## src/rtl/hsl_pkg.sv

```systemverilog
// Shared types and constants for the HSL hue-rotation pixel block.
// Used by hsl_div, hsl_fade and hsl_hue_rotate_pixel; depends on nothing.
`timescale 1ns / 1ps

package hsl_pkg;

    // Input beat: pixel or end-of-frame tick.
    typedef struct packed {
        logic       mode;
        logic [7:0] in_red;
        logic [7:0] in_green;
        logic [7:0] in_blue;
    } t_pix_in;

    // Result beat.
    typedef struct packed {
        logic [7:0] out_red;
        logic [7:0] out_green;
        logic [7:0] out_blue;
        logic [3:0] fade_level;
    } t_pix_out;

    // Configuration register indexes.
    localparam logic [1:0] CFG_HUE_STEP  = 2'd0;
    localparam logic [1:0] CFG_FADE_PEAK = 2'd1;

    localparam logic [15:0] HUE_STEP_RST  = 16'd655;
    localparam logic [3:0]  FADE_PEAK_RST = 4'd3;

    // One third and two thirds of a turn in Q0.16.
    localparam logic [15:0] THIRD_TURN     = 16'd21845;
    localparam logic [15:0] TWO_THIRD_TURN = 16'd43691;

    // Long-division pipeline: operand width and quotient bits (one per stage).
    localparam int DIV_W     = 11;
    localparam int DIV_STEPS = 17;

    // Segment of the tone ramp for one channel.
    typedef enum logic [1:0] {
        RGN_RISE   = 2'd0,
        RGN_TOP    = 2'd1,
        RGN_FALL   = 2'd2,
        RGN_BOTTOM = 2'd3
    } t_rgn;

    // Control that travels beside the data through the pipeline.
    typedef struct packed {
        logic       vld;
        logic       tick;
        logic       zero;
        logic [3:0] lvl;
    } t_side;

    // Fade level now and after an accepted tick.
    typedef struct packed {
        logic [3:0] now;
        logic [3:0] next;
    } t_fade_lvl;

    // Whole part of a tenths count (exact for counts below 160).
    function automatic logic [3:0] tenths_to_level(input logic [7:0] tenths);
        logic [15:0] m;
        m = {8'd0, tenths} * 16'd205;
        return m[14:11];
    endfunction

endpackage

```

## src/rtl/hsl_div.sv

```systemverilog
// Pipelined restoring divider: floor(num * 65536 / den), one quotient bit per stage.
// Depends on hsl_pkg for the operand width and the stage count.
`timescale 1ns / 1ps

module hsl_div (
    input  logic                        i_clk,
    input  logic                        i_en,
    input  logic [hsl_pkg::DIV_W-1:0]   i_num,
    input  logic [hsl_pkg::DIV_W-1:0]   i_den,
    output logic [hsl_pkg::DIV_STEPS-1:0] o_quot
);
    import hsl_pkg::*;

    logic [DIV_W-1:0]     r_rem  [DIV_STEPS];
    logic [DIV_W-1:0]     r_den  [DIV_STEPS];
    logic [DIV_STEPS-1:0] r_quot [DIV_STEPS];
    logic [DIV_W-1:0]     n_rem  [DIV_STEPS];
    logic [DIV_STEPS-1:0] n_quot [DIV_STEPS];

    // Each stage compares the shifted remainder with the divisor and subtracts.
    always_comb begin
        logic [DIV_W:0]   x;
        logic [DIV_W-1:0] dk;
        logic             ge;
        for (int k = 0; k < DIV_STEPS; k++) begin
            if (k == 0) begin
                x  = {1'b0, i_num};
                dk = i_den;
            end else begin
                x  = {r_rem[k-1], 1'b0};
                dk = r_den[k-1];
            end
            ge = (x >= {1'b0, dk});
            if (ge) begin
                n_rem[k] = DIV_W'(x - {1'b0, dk});
            end else begin
                n_rem[k] = x[DIV_W-1:0];
            end
            if (k == 0) begin
                n_quot[k] = {{(DIV_STEPS-1){1'b0}}, ge};
            end else begin
                n_quot[k] = {r_quot[k-1][DIV_STEPS-2:0], ge};
            end
        end
    end

    // Stage registers advance together with the rest of the pipeline.
    always_ff @(posedge i_clk) begin
        if (i_en) begin
            for (int k = 0; k < DIV_STEPS; k++) begin
                r_rem[k]  <= n_rem[k];
                r_quot[k] <= n_quot[k];
                r_den[k]  <= (k == 0) ? i_den : r_den[k-1];
            end
        end
    end

    assign o_quot = r_quot[DIV_STEPS-1];

endmodule

```

## config.mk

```make
export PLATFORM = sky130hd
export DESIGN_NAME = hsl_div
export DESIGN_NICKNAME = d
export VERILOG_FILES = /design/src/rtl/hsl_pkg.sv /design/src/rtl/hsl_div.sv
export SDC_FILE = /design/constraint.sdc
export NUM_CORES = 1
export LEC_CHECK = 0
export BUFFER_PORTS_ARGS = -buffer_cell sky130_fd_sc_hd__buf_2
export CAP_MARGIN = 10
export CORE_ASPECT_RATIO = 0.7
export CORE_MARGIN = 2
export CORE_UTILIZATION = 50
export DETAILED_ROUTE_END_ITERATION = 12
export PLACE_DENSITY = 0.65
export SYNTH_ARGS = -nofsm -noshare
export SYNTH_HDL_FRONTEND = slang
export SYNTH_SLANG_ARGS = --single-unit
```

## constraint.sdc

```tcl
create_clock -name i_clk -period 3.45 [get_ports i_clk]
set_clock_uncertainty 0.15 [all_clocks]
set_input_delay 0.69 -clock i_clk [delete_from_list [all_inputs] [get_ports i_clk]]
set_output_delay 0.69 -clock i_clk [all_outputs]
set_load 0.03 [all_outputs]
```

==> metrics.md, run 1 <==
| Metric | Value |
|---|---|
| Post-synth ARST share | `0` |
| 1st-iter DRT viols | `1702` |
| Worst Path Arrival | `3.18 ns` |
| DR pass1 iterations | `6` |
| Antenna Nets Post-Route | `0` |
| H-tree lvl count | `2` |
| Startpoint types | `flip-flop` |
| Status | `completed` |
| Top FF cell, synth | `edfxtp_1` |
| Final Cycle Share | `0.868` |
| Final GP Congestion | `0.881` |
| Final Util | `0.562` |
| Final TNS setup | `0 ns` |
| Initial antenna violation count | `0` |
| Peak VDD IR | `377 µV` |
| I/O Buffers | `40` |
| Die H | `197 µm` |
| Vias in the first global route | `16000` |
| Fmax | `0.334 GHz` |
| CTS resizes | `0` |
| Later-pin clock latency in the skew report | `0.59 ns` |
| Full die area | `55300 µm²` |
| Max Cap Violations | `0` |
| Nets | `2461` |
| Top cells by area, synth | `edfxtp_1, ha_1, inv_1` |
| Placed cell area | `27900 µm²` |
| Setup crit end | `r_rem[0][58]$_DFFE_PP_` |
| Vias post-DR | `16900` |
| Starting Density | `0.509` |
| Drt drc | `0` |
| Ant. Diodes | `0` |
| GR Overflow Total | `0` |
| Tmin final | `2.99 ns` |
| Req. time, crit path | `3.64 ns` |
| Cells after Synth | `2146` |
| Worst setup startpoint | `r_rem[0][44]$_SDFFCE_PN0P_` |
| Sink Count | `505` |
| Reg2Reg Depth | `8` |
| WL final | `52800 µm` |
| FF-to-FF End | `r_rem[0][58]$_DFFE_PP_` |
| Crit path kind | `reg2reg` |
| CTS root buf | `clkbuf_16` |
| Max Fanout on Critical Path | `8` |
| Hold/Removal Path Class | `in2reg` |
| Synthesized flop and latch total | `505` |
| Synth cell types | `69` |
| Slew headroom | `0.504` |
| Leak pwr | `11.6 nW` |
| Reg2reg start | `r_rem[0][44]$_SDFFCE_PN0P_` |
| Endpoint type of the worst setup path | `flip-flop` |
| Post-DP HPWL | `38400 µm` |
| WL per Instance | `17.9 µm` |
| Post-synth top cells | `edfxtp_1, inv_1, ha_1, nor2_1, o21ai_0` |
| Routed vias/inst | `5.71` |
| Die width | `280 µm` |
| Top cell type by total area after synthesis | `edfxtp_1` |
| Multi-input gate area | `10400 µm²` |
| Number of synthesized flops with an enable pin | `505` |
| Mean Syn Cell Area | `12.5 µm²` |
| Global-route wire length before repair | `85700 µm` |
| Clk slew on worst S/H paths | `0.06 ns` |
| Setup Fix Bufs, Post-CTS | `0` |
| Max clock buf depth | `3` |
| Final Max Tran Viols | `0` |
| Hold_buf cts | `0` |
| RSZ-0062 raised after global routing | `no` |
| Area fraction of the dominant cell type after synthesis | `0.567` |
| Pwr per Cell Area | `836 nW/µm²` |
| R2r setup slk | `0.46 ns` |
| Synth Net Count | `2372` |
| CTS tree | `done` |
| Fillers | `4347` |
| Synth warn | `0` |
| Top-count cell post-synth | `edfxtp_1` |
| Sequential-to-total area share from yosys stat | `0.567` |
| Post-Syn Area | `26700 µm²` |
| Share of layout cells above drive strength 1 | `0.118` |
| P&R area growth vs syn | `10.5%` |
| Core area | `52600 µm²` |
| Ports | `41` |
| Setup Viol. Count Final | `0` |
| Final Cell Area | `29500 µm²` |
| Site Rows | `70` |
| Largest net degree at the start of global routing | `78` |
| All-Layer GR Usage | `0.193` |
| Hold Fails Final Rpt | `0` |
| CTS Buf Count | `50` |
| Reg area | `15200 µm²` |
| Slew @ Worst Pin | `0.745 ns` |
-- placed cells by master (no fill, tap or decap), types with 9 or more instances in the layout --
cell	n
nor2b_1	31
o31ai_1	17
clkbuf_1	9
a31oi_1	31
xnor2_1	52
o21a_1	39
ha_1	186
or3_1	13
mux2_2	48
xor2_1	14
nor3_1	47
clkinv_2	10
nand2_1	71
o211ai_1	9
o2111ai_1	25
buf_2	39
a22oi_1	11
clkbuf_16	53
nand3b_1	25
nand4_1	24
o21ai_0	110
a21o_1	41
inv_1	247
edfxtp_1	505
nand3_1	52
buf_4	14
a211o_1	12
a211oi_1	27
and2_1	12
mux2_4	25
a21oi_1	96
a21boi_0	12
nor2_1	148
fa_1	16
and3_1	12
nand2b_1	13
-- final cells by class --
| class | instances | share of cell area |
|---|---|---|
| flip-flops and latches | 505 | 0.514 |
| multi-input cells | 1362 | 0.352 |
| clock buffers | 62 | 0.0461 |
| inverters | 254 | 0.0327 |
| well taps | 684 | 0.0290 |
| repair buffers | 62 | 0.0161 |
| clock inverters | 25 | 0.0103 |
-- routing by layer --
layer | part of all wire | wire [µm] | vias up | track usage
li1 | - | - | 8259 | -
met1 | 0.53 | 27700 | 8132 | 0.318
met2 | 0.40 | 21100 | 398 | 0.261
met3 | 0.059 | 3100 | 68 | 0.0325
met4 | 0.015 | 802 | 0 | 0.0428
met5 | 0 | 0 | - | 0
-- registers in the layout, indices dropped and copies added, names as in the netlist --
name / count
r_den: 176
r_rem: 176
r_quot: 153
-- where the power goes --
part / switching, W / internal (W)
logic: 0.00542 / 0.00429
clock network: 0.00230 / 0.00330
registers: 0.000709 / 0.00867
-- worst max-delay path: stages (launching register included) --
cell and delay (ns):
edfxtp_1 0.43, ha_1 0.33, ha_1 0.16, o21ai_0 0.11, a211oi_1 0.45, o2111ai_2 0.26, and2_1 0.38, inv_4 0.14
mux2_2 0.33
-- cell families (layout without fill, tap and decap cells) --
| logic type | Yosys count | after routing | share of synthesized area |
|---|---|---|---|
| AO/OA/AOI/OAI | 522 | 522 | 0.136 |
| XOR/XNOR | 66 | 66 | 0.0216 |
| adder cells (fa/ha/maj) | 202 | 202 | 0.0991 |
| buffers and inverters | 279 | 403 | 0.0431 |
| flip-flops | 505 | 505 | 0.567 |
| multiplexers | 81 | 81 | 0.0376 |
| AND/OR/NAND/NOR | 491 | 491 | 0.0950 |
-- worst min-delay path by stage --
stage / from / end / slack, ns / depth (start not counted)
finish: i_den[5] / r_den[0][5]$_DFFE_PP_ / 0.15 / 1
global route: i_den[5] / r_den[0][5]$_DFFE_PP_ / 0.13 / 1
CTS: i_den[5] / r_den[0][5]$_DFFE_PP_ / 0.12 / 1
detailed placement: r_quot[0][120]$_DFFE_PP_ / r_quot[0][138]$_DFFE_PP_ / 0.25 / 0
global placement: r_quot[0][209]$_DFFE_PP_ / r_quot[0][227]$_DFFE_PP_ / 0.25 / 0
floorplan: r_quot[0][85]$_DFFE_PP_ / r_quot[0][103]$_DFFE_PP_ / 0.25 / 0
-- through the flow --
stage	power (W)	std cells	setup WS, ns	hold WS, ns
after CTS	0.0248	2954	0.463	0.116
final	0.0247	2954	0.456	0.154
after detailed placement	0.0190	2867	0.363	0.255
after floorplan	0.0169	2146	0.771	0.250
after global routing	0.0263	2954	0.279	0.130
after global placement	0.0187	2867	0.340	0.250
Power figures use the tool's default switching activity.
==> run 2, diff against run 1 <==
- SLEW_MARGIN: unset -> 20
- clock period: 3.45 -> 3.6 ns (I/O delays scaled with it)
==> metrics.md, run 2 (same netlist as run 1, synthesis figures left out) <==
| Metric | Value |
|---|---|
| Status | `completed` |
| Hold/Removal Path Class | `in2reg` |
| Ant. Diodes | `0` |
| Fillers | `4363` |
| GR Overflow Total | `0` |
| Setup crit end | `r_rem[0][126]$_DFFE_PP_` |
| Worst Path Arrival | `3.17 ns` |
| CTS Buf Count | `51` |
| Leak pwr | `11.6 nW` |
| Die width | `280 µm` |
| Post-DP HPWL | `38000 µm` |
| Endpoint type of the worst setup path | `flip-flop` |
| Final Max Tran Viols | `0` |
| Reg2Reg Depth | `8` |
| Hold_buf cts | `0` |
| Placed cells | `2863` |
| P&R area growth vs syn | `10.4%` |
| Final Cycle Share | `0.826` |
| Core area | `52600 µm²` |
| RSZ-0062 raised after global routing | `no` |
| Worst Hold Depth | `1` |
| Largest net degree at the start of global routing | `82` |
| DR pass1 iterations | `5` |
| Hold Fails Final Rpt | `0` |
| Share of layout cells above drive strength 1 | `0.116` |
| Final Util | `0.561` |
| Ports | `41` |
| Hold Worst Slack | `0.167 ns` |
| Reg2reg start | `r_den[0][110]$_DFFE_PP_` |
| Max Fanout on Critical Path | `8` |
| Tmin final | `2.97 ns` |
| Vias post-DR | `17000` |
| Worst setup startpoint | `r_den[0][110]$_DFFE_PP_` |
| Max Cap Violations | `0` |
| CTS root buf | `clkbuf_16` |
| Later-pin clock latency in the skew report | `0.59 ns` |
| Slew headroom | `0.509` |
| Initial antenna violation count | `1` |
| Req. time, crit path | `3.79 ns` |
| Reg area | `15200 µm²` |
| Top Registers | `r_den: 176 flops, r_rem: 176 flops, r_quot: 153 flops` |
| Peak VDD IR | `378 µV` |
| Final GP Congestion | `0.890` |
| Vias in the first global route | `16100` |
| CTS tree | `done` |
| Global-route wire length before repair | `85800 µm` |
| WL per Instance | `17.8 µm` |
| Most common cell after layout, fill and taps aside | `edfxtp_1` |
| Max clock buf depth | `3` |
| Slew @ Worst Pin | `0.736 ns` |
| Final TNS setup | `0 ns` |
| Pwr per Cell Area | `803 nW/µm²` |
| Antenna Nets Post-Route | `0` |
| Commonest non-fill, non-tap cells in the layout | `edfxtp_1, inv_1, ha_1` |
| Setup Viol. Count Final | `0` |
| Sink Count | `505` |
| Routed vias/inst | `5.76` |
| Site Rows | `70` |
| H-tree lvl count | `2` |
| Startpoint types | `flip-flop` |
| Total power | `0.0237 W` |
| CTS resizes | `0` |
| Non-filler cells, final | `2956` |
| Fmax | `0.336 GHz` |
| I/O Buffers | `40` |
| Nets | `2458` |
| Starting Density | `0.509` |
| Drt drc | `0` |
| Full die area | `55300 µm²` |
| FF-to-FF End | `r_rem[0][126]$_DFFE_PP_` |
| Setup Fix Bufs, Post-CTS | `0` |
| 1st-iter DRT viols | `1855` |
| WL final | `52600 µm` |
| Clk slew on worst S/H paths | `0.06 ns` |
| Multi-input gate area | `10400 µm²` |
| All-Layer GR Usage | `0.193` |
| Crit path kind | `reg2reg` |
| Die H | `197 µm` |
| R2r setup slk | `0.63 ns` |
==> run 2: cell count changes in the layout (fill, tap and decap cells not counted), sizes merged <==
cell / before / now
bufinv: 7 / 8
inv: 254 / 255
clkbuf: 62 / 55
clkinvlp: 2 / 3
clkinv: 16 / 26
buf: 62 / 58
==> run 2: worst min-delay path by stage <==
stage	slack, ns	to	from
final	0.17	r_den[0][3]$_DFFE_PP_	i_den[3]
after global routing	0.13	r_den[0][6]$_DFFE_PP_	i_den[6]
after CTS	0.12	r_den[0][6]$_DFFE_PP_	i_den[6]
after detailed placement	0.25	r_quot[0][121]$_DFFE_PP_	r_quot[0][103]$_DFFE_PP_
after global placement	0.25	r_quot[0][35]$_DFFE_PP_	r_quot[0][17]$_DFFE_PP_
after floorplan	0.25	r_quot[0][103]$_DFFE_PP_	r_quot[0][85]$_DFFE_PP_
==> run 2: per-layer routing <==
metal / up-vias / GRT usage / routed length (µm)
met5: - / 0 / 0
met4: 0 / 0.0525 / 1020
met3: 71 / 0.0330 / 3300
met2: 462 / 0.260 / 20900
met1: 8208 / 0.315 / 27400
li1: 8289 / - / -
==> run 2: power by group <==
| part | internal [W] | leakage [nW] | switching, W | total, W |
|---|---|---|---|---|
| logic | 0.00409 | 5.86 | 0.00521 | 0.00930 |
| clock network | 0.00315 | 0.818 | 0.00226 | 0.00541 |
| registers | 0.00831 | 4.92 | 0.000671 | 0.00898 |
| total | 0.0156 | 11.6 | 0.00813 | 0.0237 |
==> run 2: area by class of cell <==
| type | instances | share of cell area |
|---|---|---|
| clock buffer | 55 | 0.0438 |
| clock inverter | 38 | 0.0131 |
| inverter | 254 | 0.0328 |
| multi-input combinational | 1362 | 0.353 |
| sequential | 505 | 0.514 |
| tap | 684 | 0.0290 |
| timing repair buffer | 58 | 0.0143 |
==> run 2: critical path, cell delays in order (launching register included) <==
cell and delay, ns:
edfxtp_1 0.40, inv_1 0.11, fa_1 0.49, o21ai_0 0.27, a211oi_2 0.14, o2111ai_2 0.32, and2_1 0.45, inv_4 0.10
mux2_2 0.29
==> run 2: per-stage QoR <==
stage	instance area, µm²	setup slack [ns]
after floorplan	26700	0.891
after global placement	27800	0.470
after detailed placement	27800	0.554
after CTS	29500	0.615
after global routing	29500	0.430
final	29500	0.626
