## src/rtl/hsl_pkg.sv

```systemverilog
// Shared types and constants for the HSL hue-rotation pixel block.
// Used by hsl_div, hsl_fade and hsl_hue_rotate_pixel; depends on nothing.
`timescale 1ns / 1ps

package hsl_pkg;

    // Input beat: pixel or end-of-frame tick.
    typedef struct packed {
        logic       mode;
        logic [7:0] in_red;
        logic [7:0] in_green;
        logic [7:0] in_blue;
    } t_pix_in;

    // Result beat.
    typedef struct packed {
        logic [7:0] out_red;
        logic [7:0] out_green;
        logic [7:0] out_blue;
        logic [3:0] fade_level;
    } t_pix_out;

    // Configuration register indexes.
    localparam logic [1:0] CFG_HUE_STEP  = 2'd0;
    localparam logic [1:0] CFG_FADE_PEAK = 2'd1;

    localparam logic [15:0] HUE_STEP_RST  = 16'd655;
    localparam logic [3:0]  FADE_PEAK_RST = 4'd3;

    // One third and two thirds of a turn in Q0.16.
    localparam logic [15:0] THIRD_TURN     = 16'd21845;
    localparam logic [15:0] TWO_THIRD_TURN = 16'd43691;

    // Long-division pipeline: operand width and quotient bits (one per stage).
    localparam int DIV_W     = 11;
    localparam int DIV_STEPS = 17;

    // Segment of the tone ramp for one channel.
    typedef enum logic [1:0] {
        RGN_RISE   = 2'd0,
        RGN_TOP    = 2'd1,
        RGN_FALL   = 2'd2,
        RGN_BOTTOM = 2'd3
    } t_rgn;

    // Control that travels beside the data through the pipeline.
    typedef struct packed {
        logic       vld;
        logic       tick;
        logic       zero;
        logic [3:0] lvl;
    } t_side;

    // Fade level now and after an accepted tick.
    typedef struct packed {
        logic [3:0] now;
        logic [3:0] next;
    } t_fade_lvl;

    // Whole part of a tenths count (exact for counts below 160).
    function automatic logic [3:0] tenths_to_level(input logic [7:0] tenths);
        logic [15:0] m;
        m = {8'd0, tenths} * 16'd205;
        return m[14:11];
    endfunction

endpackage

```

## src/rtl/hsl_fade.sv

```systemverilog
// Triangle fade counter kept in tenths, advanced by accepted tick beats.
// Depends on hsl_pkg for the level struct and the tenths-to-level function.
`timescale 1ns / 1ps

module hsl_fade (
    input  logic               i_clk,
    input  logic               i_rst_n,
    input  logic               i_tick,
    input  logic [3:0]         i_peak,
    output hsl_pkg::t_fade_lvl o_lvl
);
    import hsl_pkg::*;

    logic [7:0] r_tenths, n_tenths;
    logic       r_falling, n_falling;
    logic [7:0] w_peak10;

    assign w_peak10 = 8'({i_peak, 3'b000}) + 8'({i_peak, 1'b0});

    // Next count: saturating step up or down, turning at the peak and at zero.
    always_comb begin
        n_tenths  = r_tenths;
        n_falling = r_falling;
        if (!r_falling) begin
            if (r_tenths != 8'd255) begin
                n_tenths = r_tenths + 8'd1;
            end
            if (n_tenths >= w_peak10) begin
                n_falling = 1'b1;
            end
        end else begin
            if (r_tenths != 8'd0) begin
                n_tenths = r_tenths - 8'd1;
            end
            if (n_tenths == 8'd0) begin
                n_falling = 1'b0;
            end
        end
    end

    always_ff @(posedge i_clk) begin
        if (!i_rst_n) begin
            r_tenths  <= 8'd0;
            r_falling <= 1'b0;
        end else if (i_tick) begin
            r_tenths  <= n_tenths;
            r_falling <= n_falling;
        end
    end

    assign o_lvl.now  = tenths_to_level(r_tenths);
    assign o_lvl.next = tenths_to_level(n_tenths);

endmodule

```

## config.mk

```make
export PLATFORM = sky130hd
export DESIGN_NAME = hsl_fade
export DESIGN_NICKNAME = d
export VERILOG_FILES = /design/src/rtl/hsl_pkg.sv /design/src/rtl/hsl_fade.sv
export SDC_FILE = /design/constraint.sdc
export NUM_CORES = 1
export LEC_CHECK = 0
export BUFFER_PORTS_ARGS = -buffer_cell sky130_fd_sc_hd__buf_4
export CAP_MARGIN = 40
export CORE_AREA = 2 2 69 120
export DETAILED_ROUTE_END_ITERATION = 8
export DIE_AREA = 0 0 71 122
export GPL_TIMING_DRIVEN = 0
export PLACE_DENSITY_LB_ADDON = 0.3
export SLEW_MARGIN = 0
export SYNTH_ARGS = -nofsm -noshare
export SYNTH_HDL_FRONTEND = slang
export SYNTH_SLANG_ARGS = --single-unit
```

## constraint.sdc

```tcl
create_clock -name i_clk -period 12.4 [get_ports i_clk]
set_input_delay 1.24 -clock i_clk [delete_from_list [all_inputs] [get_ports i_clk]]
set_output_delay 1.24 -clock i_clk [all_outputs]
set_load 0.02 [all_outputs]
```

==> flow_summary.json, run 1 <==
{
  "antenna_found_initial": 0,
  "tightest_slew_ps": 700,
  "timing.rr.end": "r_falling",
  "die_h_microns": 122,
  "die_area_sq_um": 8660,
  "worstHoldEndpoint": "r_tenths[1]",
  "rr_startpoint": "r_tenths[3]",
  "rr_worst_depth": 12,
  "tns_ps": 0,
  "avgSynthCellArea_sq_um": 8.98,
  "routed_via_density": 5.35,
  "drtAntennaViolNets": 0,
  "dp_hpwl_microns": 6730,
  "area_growth_syn_to_layout_pct": 8.97,
  "clk_pin_slew_worst_paths_ps": 40,
  "die_w_microns": 71,
  "synth_edf_count": 0,
  "finalClockSkew_ps": 3.50,
  "totalWireLength_microns": 7530,
  "core-area_sq_um": 7800,
  "cts_resized": 0,
  "power_mw": 0.199,
  "num_vias": 2578,
  "hold_depth": 2,
  "async_flop_share_pct": 0,
  "io_pins": 15,
  "crit_required_ps": 11160,
  "rows": 43,
  "drt_iter0_drc": 62,
  "cap_violations": 0,
  "hp-start": "r_tenths[1]",
  "grt_overflow": 0,
  "r2r_slack_ps": 9480,
  "cp-end-kind": "primary output",
  "crit_top_cell": "inv_1",
  "nets": 520,
  "cts_tree": "yes",
  "worstSetupPathType": "register to primary output",
  "start_util_pct": 42.9,
  "ys_seq_area_share_pct": 5.38,
  "start_kind": "register",
  "timing.hold.ws_ps": 589,
  "syn_area_sq_um": 3350,
  "synth_seq_cells": 9,
  "post_cts_buffers": 0,
  "ys_types": 56,
  "fillers": 760,
  "htree_levels": 1,
  "clk_latency_ps": 240,
  "rsz0062_at_grt": "false",
  "fin_crit_sh_pct": 61.7,
  "finalSetupViolCount": 0,
  "drv_slew": 0,
  "power.density_nw_per_um2": 54.4,
  "track_usage_pct": 18.2,
  "crit_chain": "bufbuf_16 -> inv_1 -> ha_1 -> a31oi_1 -> or3_1 -> a31oi_1 -> ha_1 -> inv_1 -> fa_1 -> inv_1 -> fa_1 -> inv_1 -> fa_1 -> inv_1 -> ha_1 -> a21o_1 -> nand2_1 -> a21oi_1 -> a2111oi_0 -> buf_1 -> a21oi_1 -> a311o_1 -> buf_4",
  "critical-path-slowest-cell": "a31oi_1",
  "cts_hold_buf": 0,
  "fin_crit_ps": 7650,
  "status": "finished clean",
  "cts.sinks": 9,
  "synth_ff_type": "dfxtp_1",
  "multi_input_area_sq_um": 2830,
  "dr.pass1.iters": 4,
  "slew_headroom_pct": 52.0,
  "grt_pass1_wl_microns": 12500,
  "wl_per_cell_microns": 15.6,
  "clk_path_buf_depth": 2,
  "yosys_warnings": 0,
  "finalHoldViolCount": 0,
  "io_buffers": 14,
  "leakagePower_nw": 2.07,
  "fmax_mhz": 131,
  "drc": 0,
  "grt_pass1_vias": 2771,
  "cts_root_buffer": "clkbuf_16",
  "grt_max_degree": 11,
  "numCtsBuffers": 3,
  "cp.arrival_ps": 6410,
  "min_path_type": "register to register",
  "regArea_sq_um": 180,
  "antenna_cells": 0,
  "synth_nets": 500,
  "drive_above_1_share_pct": 8.93,
  "worstPathMaxFanout": 8,
  "syn-instance-count": 373,
  "max_stage_delay_ps": 590,
  "ir_worst_vdd_v": 0.0000397,
  "place.gp.congestion": 0.917
}
## stage by stage
| stage | cells | utilization (%) | worst slack, ps | area (sq um) |
|---|---|---|---|---|
| finish | 482 | 46.8 | 4750 | 3650 |
| global route | 482 | 46.8 | 4410 | 3650 |
| CTS | 482 | 46.8 | 4620 | 3650 |
| detailed placement | 478 | 45.8 | 4860 | 3570 |
| global placement | 477 | 45.7 | 4670 | 3570 |
| floorplan | 373 | - | 5670 | 3350 |
## worst max path at each step
stage | to | from | cells after the start | slack, ps
after floorplan | o_lvl[3] | r_tenths[3] | 21 | 5670
after global placement | o_lvl[2] | r_tenths[0] | 22 | 4670
after detailed placement | o_lvl[2] | r_tenths[0] | 23 | 4860
after CTS | o_lvl[2] | r_tenths[0] | 23 | 4620
after global routing | o_lvl[2] | r_tenths[0] | 23 | 4410
final | o_lvl[2] | r_tenths[0] | 23 | 4750
## Yosys cell counts, drive strengths merged, types with 2 or more instances
master   n  area (sq um)
dfxtp    9           180
nor2b    7          43.8
a211oi   2          15.0
and4     3          26.3
o21ai   12          60.1
and3     4          27.5
o21a     3          22.5
or2      3          18.8
xor2     2          17.5
a21o     4          30.0
or3      2          12.5
ha      98          1230
mux2i    6          72.6
fa      22           440
nand2   18          67.6
a31o     2          17.5
a21oi   11          55.1
nand3    7          35.0
buf      2          15.0
a32o     2          20.0
xnor2   32           280
and2     6          41.3
inv     69           259
nor2     9          33.8
nand2b   3          18.8
nand4    6          58.8
clkbuf   3          31.3
a31oi    6          37.5
## cell type report
type                       instances  area share (%)
multi-input combinational        288            77.5
clock buffer                       4            2.16
timing repair buffer              15            2.98
inverter                          70            7.20
sequential                         9            4.94
buffer                             6            2.16
tap                               90            3.09
## sequential cells by signal (all words and copies together) (netlist names)
name       count
r_falling      1
r_tenths       8
## power breakdown
group          switching [mW]  leakage [nW]  internal (mW)
Sequential            0.00138        0.0729         0.0301
Clock                  0.0152        0.0382         0.0431
Combinational          0.0617          1.96         0.0472
## worst max-delay path: cells and delay by family, from the launching register on
kind / cells / cell delay (ps)
adders and majority gates: 6 / 2500
AOI/OAI and AO/OA: 7 / 1830
buffers and inverters: 8 / 1070
and+or+nand+nor: 2 / 420
DFF: 1 / 340
## logic make-up after synthesis
logic type	Yosys count	share of synthesized area, %
xor gates and xnor gates	34	8.89
adders and majority gates	120	49.8
DFF	9	5.38
muxes	6	2.17
and+or+nand+nor	76	13.4
AOI/OAI and AO/OA	52	10.2
buffers and inverters	76	10.2
## per-layer routing
metal	GRT usage (%)	vias up	share of wire, %
met5	0	-	0
met4	6.25	0	2.5
met3	0.331	13	1.1
met2	41.7	37	63
met1	15.5	1227	33
li1	-	1301	-
## layout by cell type, fill, tap and decap left out, types with 4 or more instances in the layout
master	instances
ha_1	98
inv_1	69
xnor2_1	32
fa_1	22
nand2_1	18
buf_4	14
o21ai_0	12
a21oi_1	11
nor2_1	9
dfxtp_1	9
nand3_1	7
nor2b_1	7
a31oi_1	6
mux2i_1	5
a21o_1	4
nand4_1	4
and2_1	4
Power figures use the tool's default switching activity.
==> inputs of run 2 (changes only) <==
- ABC_AREA: not set -> 1
- clock period: 12.4 -> 7.1 ns (I/O delays scaled with it)
==> flow_summary.json, run 2 <==
{
  "status": "finished clean",
  "rr_worst_depth": 14,
  "leakagePower_nw": 2.19,
  "hold_depth": 3,
  "yosys_warnings": 0,
  "dr.pass1.iters": 4,
  "timing.hold.ws_ps": 679,
  "yosys-top-cells-area": "ha_1, fa_1, inv_1",
  "post_cts_buffers": 0,
  "cts_hold_buf": 0,
  "grt_pass1_wl_microns": 12900,
  "antenna_found_initial": 0,
  "final_cell_area_sq_um": 3640,
  "wl_per_cell_microns": 14.0,
  "async_flop_share_pct": 0,
  "clk_pin_slew_worst_paths_ps": 40,
  "synth_ff_type": "dfxtp_1",
  "finalClockSkew_ps": 0.702,
  "drtAntennaViolNets": 0,
  "avgSynthCellArea_sq_um": 7.58,
  "die_area_sq_um": 8660,
  "top_regs": "r_tenths: 8 flops, r_falling: 1 flops",
  "grt_pass1_vias": 2936,
  "cp.arrival_ps": 5410,
  "clkPwrFrac_pct": 10.2,
  "syn-instance-count": 441,
  "multi_input_area_sq_um": 2810,
  "numCtsBuffers": 3,
  "pre_cts_slack_ps": 1190,
  "start_kind": "register",
  "rsz0062_at_grt": "false",
  "fillers": 802,
  "ys_types": 30,
  "io_pins": 15,
  "cap_violations": 0,
  "dp_hpwl_microns": 6960,
  "worstSetupPathType": "register to primary output",
  "finalHoldViolCount": 0,
  "clk_latency_ps": 230,
  "drt_iter0_drc": 97,
  "switching_share_pct": 54.1,
  "synth_edf_count": 0,
  "fmax_mhz": 163,
  "fin_crit_sh_pct": 86.3,
  "yosysTopAreaCellShare_pct": 36.7,
  "cp-end-kind": "primary output",
  "place.gp.congestion": 0.909,
  "ir_worst_vdd_v": 0.000335,
  "power_mw": 0.975,
  "regArea_sq_um": 180,
  "die_h_microns": 122,
  "synth_common_cells": "ha_1, inv_1, nand2_1, a21oi_1, fa_1",
  "slew_headroom_pct": 52.9,
  "final_cell_mix": "ha_1, inv_1, nand2_1",
  "tightest_slew_ps": 698,
  "layout_commonest_cell": "ha_1",
  "ys_seq_area_share_pct": 5.39,
  "drc": 0,
  "fin_crit_ps": 6120,
  "power.density_nw_per_um2": 268,
  "pwr-share-seq_pct": 6.6,
  "worstPathMaxFanout": 9,
  "track_usage_pct": 19.0,
  "synthMostInstantiatedCell": "ha_1",
  "clk_path_buf_depth": 2,
  "cts_tree": "yes",
  "start_util_pct": 42.9,
  "grt_overflow": 0,
  "p_switching_mw": 0.528,
  "core-area_sq_um": 7800,
  "htree_levels": 1,
  "finalSetupViolCount": 0,
  "drv_slew": 0,
  "routed_via_density": 5.20,
  "crit_required_ps": 6390,
  "synth_top_cell_by_area": "ha_1",
  "totalWireLength_microns": 7680,
  "cts_root_buffer": "clkbuf_16",
  "die_w_microns": 71,
  "io_buffers": 14,
  "largest-register": "r_tenths",
  "tns_ps": 0,
  "cts_resized": 0,
  "rows": 43,
  "largest_reg_flops": 8,
  "grt_max_degree": 11,
  "antenna_cells": 0,
  "place_area_sq_um": 3560,
  "fin_ws_ps": 976,
  "num_vias": 2856,
  "intPower_mw": 0.447,
  "synth_nets": 568,
  "drive_above_1_share_pct": 7.84,
  "combPwrFrac_pct": 83.2,
  "nets": 587,
  "min_path_type": "register to register",
  "syn_area_sq_um": 3340,
  "synth_seq_cells": 9,
  "area_growth_syn_to_layout_pct": 8.87,
  "cts.sinks": 9
}
## run 2: cell count changes after synthesis, moves of 6 or more
| cell | change |
|---|---|
| nand2_2 | +9 |
| a21oi_1 | +20 |
| nand3_1 | +10 |
| nand2_1 | +54 |
| xnor2_1 | -26 |
| nor2_1 | +10 |
| xor2_1 | +16 |
| inv_1 | +19 |
| nor2b_1 | -7 |
| a31oi_1 | -6 |
## run 2: routing by layer
layer | global-route usage, % | part of all wire (%) | vias to the layer above
li1 | - | - | 1462
met1 | 16.9 | 34 | 1331
met2 | 40.7 | 61 | 44
met3 | 0.910 | 0.92 | 19
met4 | 9.55 | 4.5 | 0
met5 | 0 | 0 | -
## run 2: critical path: stages, from the launching register on
cell     delay [ps]
dfxtp_1         540
inv_1           200
ha_1            240
nand2_1         110
nor2_4           70
nor2_1          120
xor2_1          250
or2_1           140
o21a_1          130
inv_1           100
ha_1            340
inv_1            70
fa_1            530
inv_1            50
fa_1            510
inv_1            60
fa_1            530
inv_1            40
ha_1            310
a21oi_1         210
o21ai_0         110
a21oi_1         190
nand2_1          70
nand2_1          50
nand2_1          40
buf_4           150
## run 2: cells by family (layout without fill, tap and decap cells)
family	count (synthesis)	in the layout	share of synthesized area, %
and+or+nand+nor	135	135	18.3
xor gates and xnor gates	24	24	6.29
buffers and inverters	93	111	10.5
AOI/OAI and AO/OA	60	60	9.69
DFF	9	9	5.39
adders and majority gates	120	120	49.8
## run 2: final cells by class
cell class              instances  share of cell area, %
inverters                      91                   9.38
plain buffers                   2                  0.275
well taps                      90                   3.09
clock buffers                   4                   2.16
multi-input cells             339                   77.3
repair buffers                 14                   2.89
flip-flops and latches          9                   4.95
## run 2: final timing paths
path	startpoint	end	slack, ps
worst max-delay path	r_tenths[0]	o_lvl[2]	980
worst min-delay path	r_falling	r_falling	680
worst max register to register	r_tenths[0]	r_falling	4420
worst min register to register	r_falling	r_falling	680
## run 2: stage by stage
step / utilization [%] / cells
final: 46.7 / 549
after global routing: 46.7 / 549
after CTS: 46.7 / 549
after detailed placement: 45.7 / 545
after global placement: 45.7 / 545
after floorplan: - / 441
## run 2: power groups by stage
stage	Sequential (mW)	Clock [mW]	Combinational, mW
CTS	0.0640	0.101	0.821
detailed placement	0.0649	0	0.814
finish	0.0641	0.0996	0.811
floorplan	0.0613	0	0.609
global placement	0.0646	0	0.794
global route	0.0647	0.103	0.936
==> inputs of run 3 (changes only) <==
- BUFFER_PORTS_ARGS: -buffer_cell sky130_fd_sc_hd__buf_4 -> not set
- CORE_AREA: 2 2 69 120 -> 2 2 73 126
- DIE_AREA: 0 0 71 122 -> 0 0 75 128
- DONT_BUFFER_PORTS: not set -> 1
==> flow_summary.json, run 3 (synthesized netlist as in run 2, its figures left out) <==
{
  "finalClockSkew_ps": 6.06,
  "status": "finished clean",
  "pre_cts_slack_ps": 1190,
  "die_w_microns": 75,
  "area_growth_syn_to_layout_pct": 6.77,
  "cts.sinks": 9,
  "tns_ps": 0,
  "routed.top_layer": "met4",
  "antenna_found_initial": 0,
  "hold_depth": 1,
  "numCtsBuffers": 3,
  "finalSetupViolCount": 0,
  "rows": 45,
  "cp.arrival_ps": 5510,
  "rsz0062_at_grt": "false",
  "routed_via_density": 4.94,
  "drc": 0,
  "r2r_slack_ps": 4480,
  "htree_levels": 1,
  "timing.rr.end": "r_falling",
  "power.density_nw_per_um2": 264,
  "route.met3.wl_microns": 113,
  "leakagePower_nw": 2.13,
  "die_h_microns": 128,
  "power_mw": 0.941,
  "final_cell_mix": "ha_1, inv_1, nand2_1",
  "dp_hpwl_microns": 6770,
  "drt_iter0_drc": 55,
  "worstPathMaxFanout": 6,
  "slew_headroom_pct": 52.6,
  "fin_crit_sh_pct": 87.6,
  "drv_slew": 0,
  "drive_above_1_share_pct": 5.17,
  "met2WireLength_microns": 4490,
  "post_cts_buffers": 0,
  "start_kind": "register",
  "fin_ws_ps": 883,
  "rr_worst_depth": 14,
  "ir_worst_vdd_v": 0.000227,
  "cts_resized": 0,
  "dr.pass1.iters": 4,
  "min_path_type": "input port to register",
  "cts_hold_buf": 0,
  "wl_per_cell_microns": 13.4,
  "finalHoldViolCount": 0,
  "cts_tree": "yes",
  "worstSetupPathType": "register to primary output",
  "finalNonFillerCells": 562,
  "dp_cells": 558,
  "regArea_sq_um": 180,
  "track_usage_pct": 17.5,
  "io_pins": 15,
  "fmax_mhz": 161,
  "clk_path_buf_depth": 2,
  "grt_pass1_vias": 3026,
  "fillers": 911,
  "io_buffers": 0,
  "grt_pass1_wl_microns": 12900,
  "tightest_slew_ps": 703,
  "antenna_cells": 0,
  "totalWireLength_microns": 7540,
  "cts_root_buffer": "clkbuf_16",
  "crit_required_ps": 6390,
  "start_util_pct": 38.8,
  "hp-start": "i_tick",
  "place.gp.congestion": 0.913,
  "largest-register": "r_tenths",
  "grt_overflow": 0,
  "grt_max_degree": 11,
  "num_vias": 2775,
  "cap_violations": 0,
  "core-area_sq_um": 8610,
  "fin_crit_ps": 6220,
  "layout_commonest_cell": "ha_1",
  "crit_start": "r_tenths[5]",
  "die_area_sq_um": 9600,
  "wl_met1_microns": 2670,
  "nets": 573,
  "drtAntennaViolNets": 0,
  "multi_input_area_sq_um": 2810,
  "worstHoldEndpoint": "r_tenths[5]",
  "rr_startpoint": "r_tenths[0]",
  "top_regs": "r_tenths: 8 flops, r_falling: 1 flops",
  "clk_latency_ps": 240,
  "place_area_sq_um": 3490,
  "largest_reg_flops": 8,
  "final_cell_area_sq_um": 3570,
  "cp-end-kind": "primary output",
  "clk_pin_slew_worst_paths_ps": 50
}
-- run 3: changes by cell type in the layout (fill, tap and decap cells not counted) --
cell      delta
buf_4       -14
clkbuf_1     -1
clkinv_2     +1
-- run 3: cell type report --
cell class	instances	share of cell area (%)
Sequential cell	9	5.05
Buffer	2	0.280
Clock buffer	3	2.10
Tap cell	117	4.10
Multi-Input combinational cell	339	78.8
Clock inverter	1	0.140
Inverter	91	9.57
-- run 3: power by group --
group          leakage [nW]  internal (mW)  total (mW)  switching [mW]
Sequential           0.0745         0.0554      0.0639         0.00852
Clock                0.0409         0.0747       0.104          0.0295
Combinational          2.01          0.281       0.773           0.492
Total                  2.13          0.411       0.941           0.530
-- run 3: worst max path at each step --
stage | to | slack [ps] | depth (start not counted)
after global placement | o_lvl[3] | 1250 | 22
after floorplan | o_lvl[3] | 1860 | 23
after detailed placement | o_lvl[3] | 1190 | 22
after CTS | o_lvl[3] | 910 | 22
final | o_lvl[3] | 880 | 22
after global routing | o_lvl[3] | 620 | 22
-- run 3: worst max-delay path: stages (launching register included) --
cell,delay [ps]
dfxtp_1,530
inv_1,200
ha_1,260
nand2_2,110
nor2_4,60
nor2_1,130
xor2_1,230
inv_1,60
o21ai_1,440
ha_1,250
inv_1,70
fa_1,530
inv_1,50
fa_1,510
inv_1,60
fa_1,530
inv_1,40
ha_1,320
nand2_1,100
o21ai_0,190
a21oi_1,90
nand2_1,110
xor2_1,390
-- run 3: per-layer routing --
| metal | GRT usage, % | vias up |
|---|---|---|
| li1 | - | 1439 |
| met3 | 1.57 | 18 |
| met5 | 0 | - |
| met1 | 15.7 | 1288 |
| met2 | 36.0 | 30 |
| met4 | 7.88 | 0 |
-- run 3: through the flow --
step	utilization (%)	hold WS, ps
3_3_place_gp	40.5	653
4_1_cts	41.5	559
5_1_grt	41.5	563
6_report	41.5	558
3_5_place_dp	40.5	671
2_1_floorplan	-	567
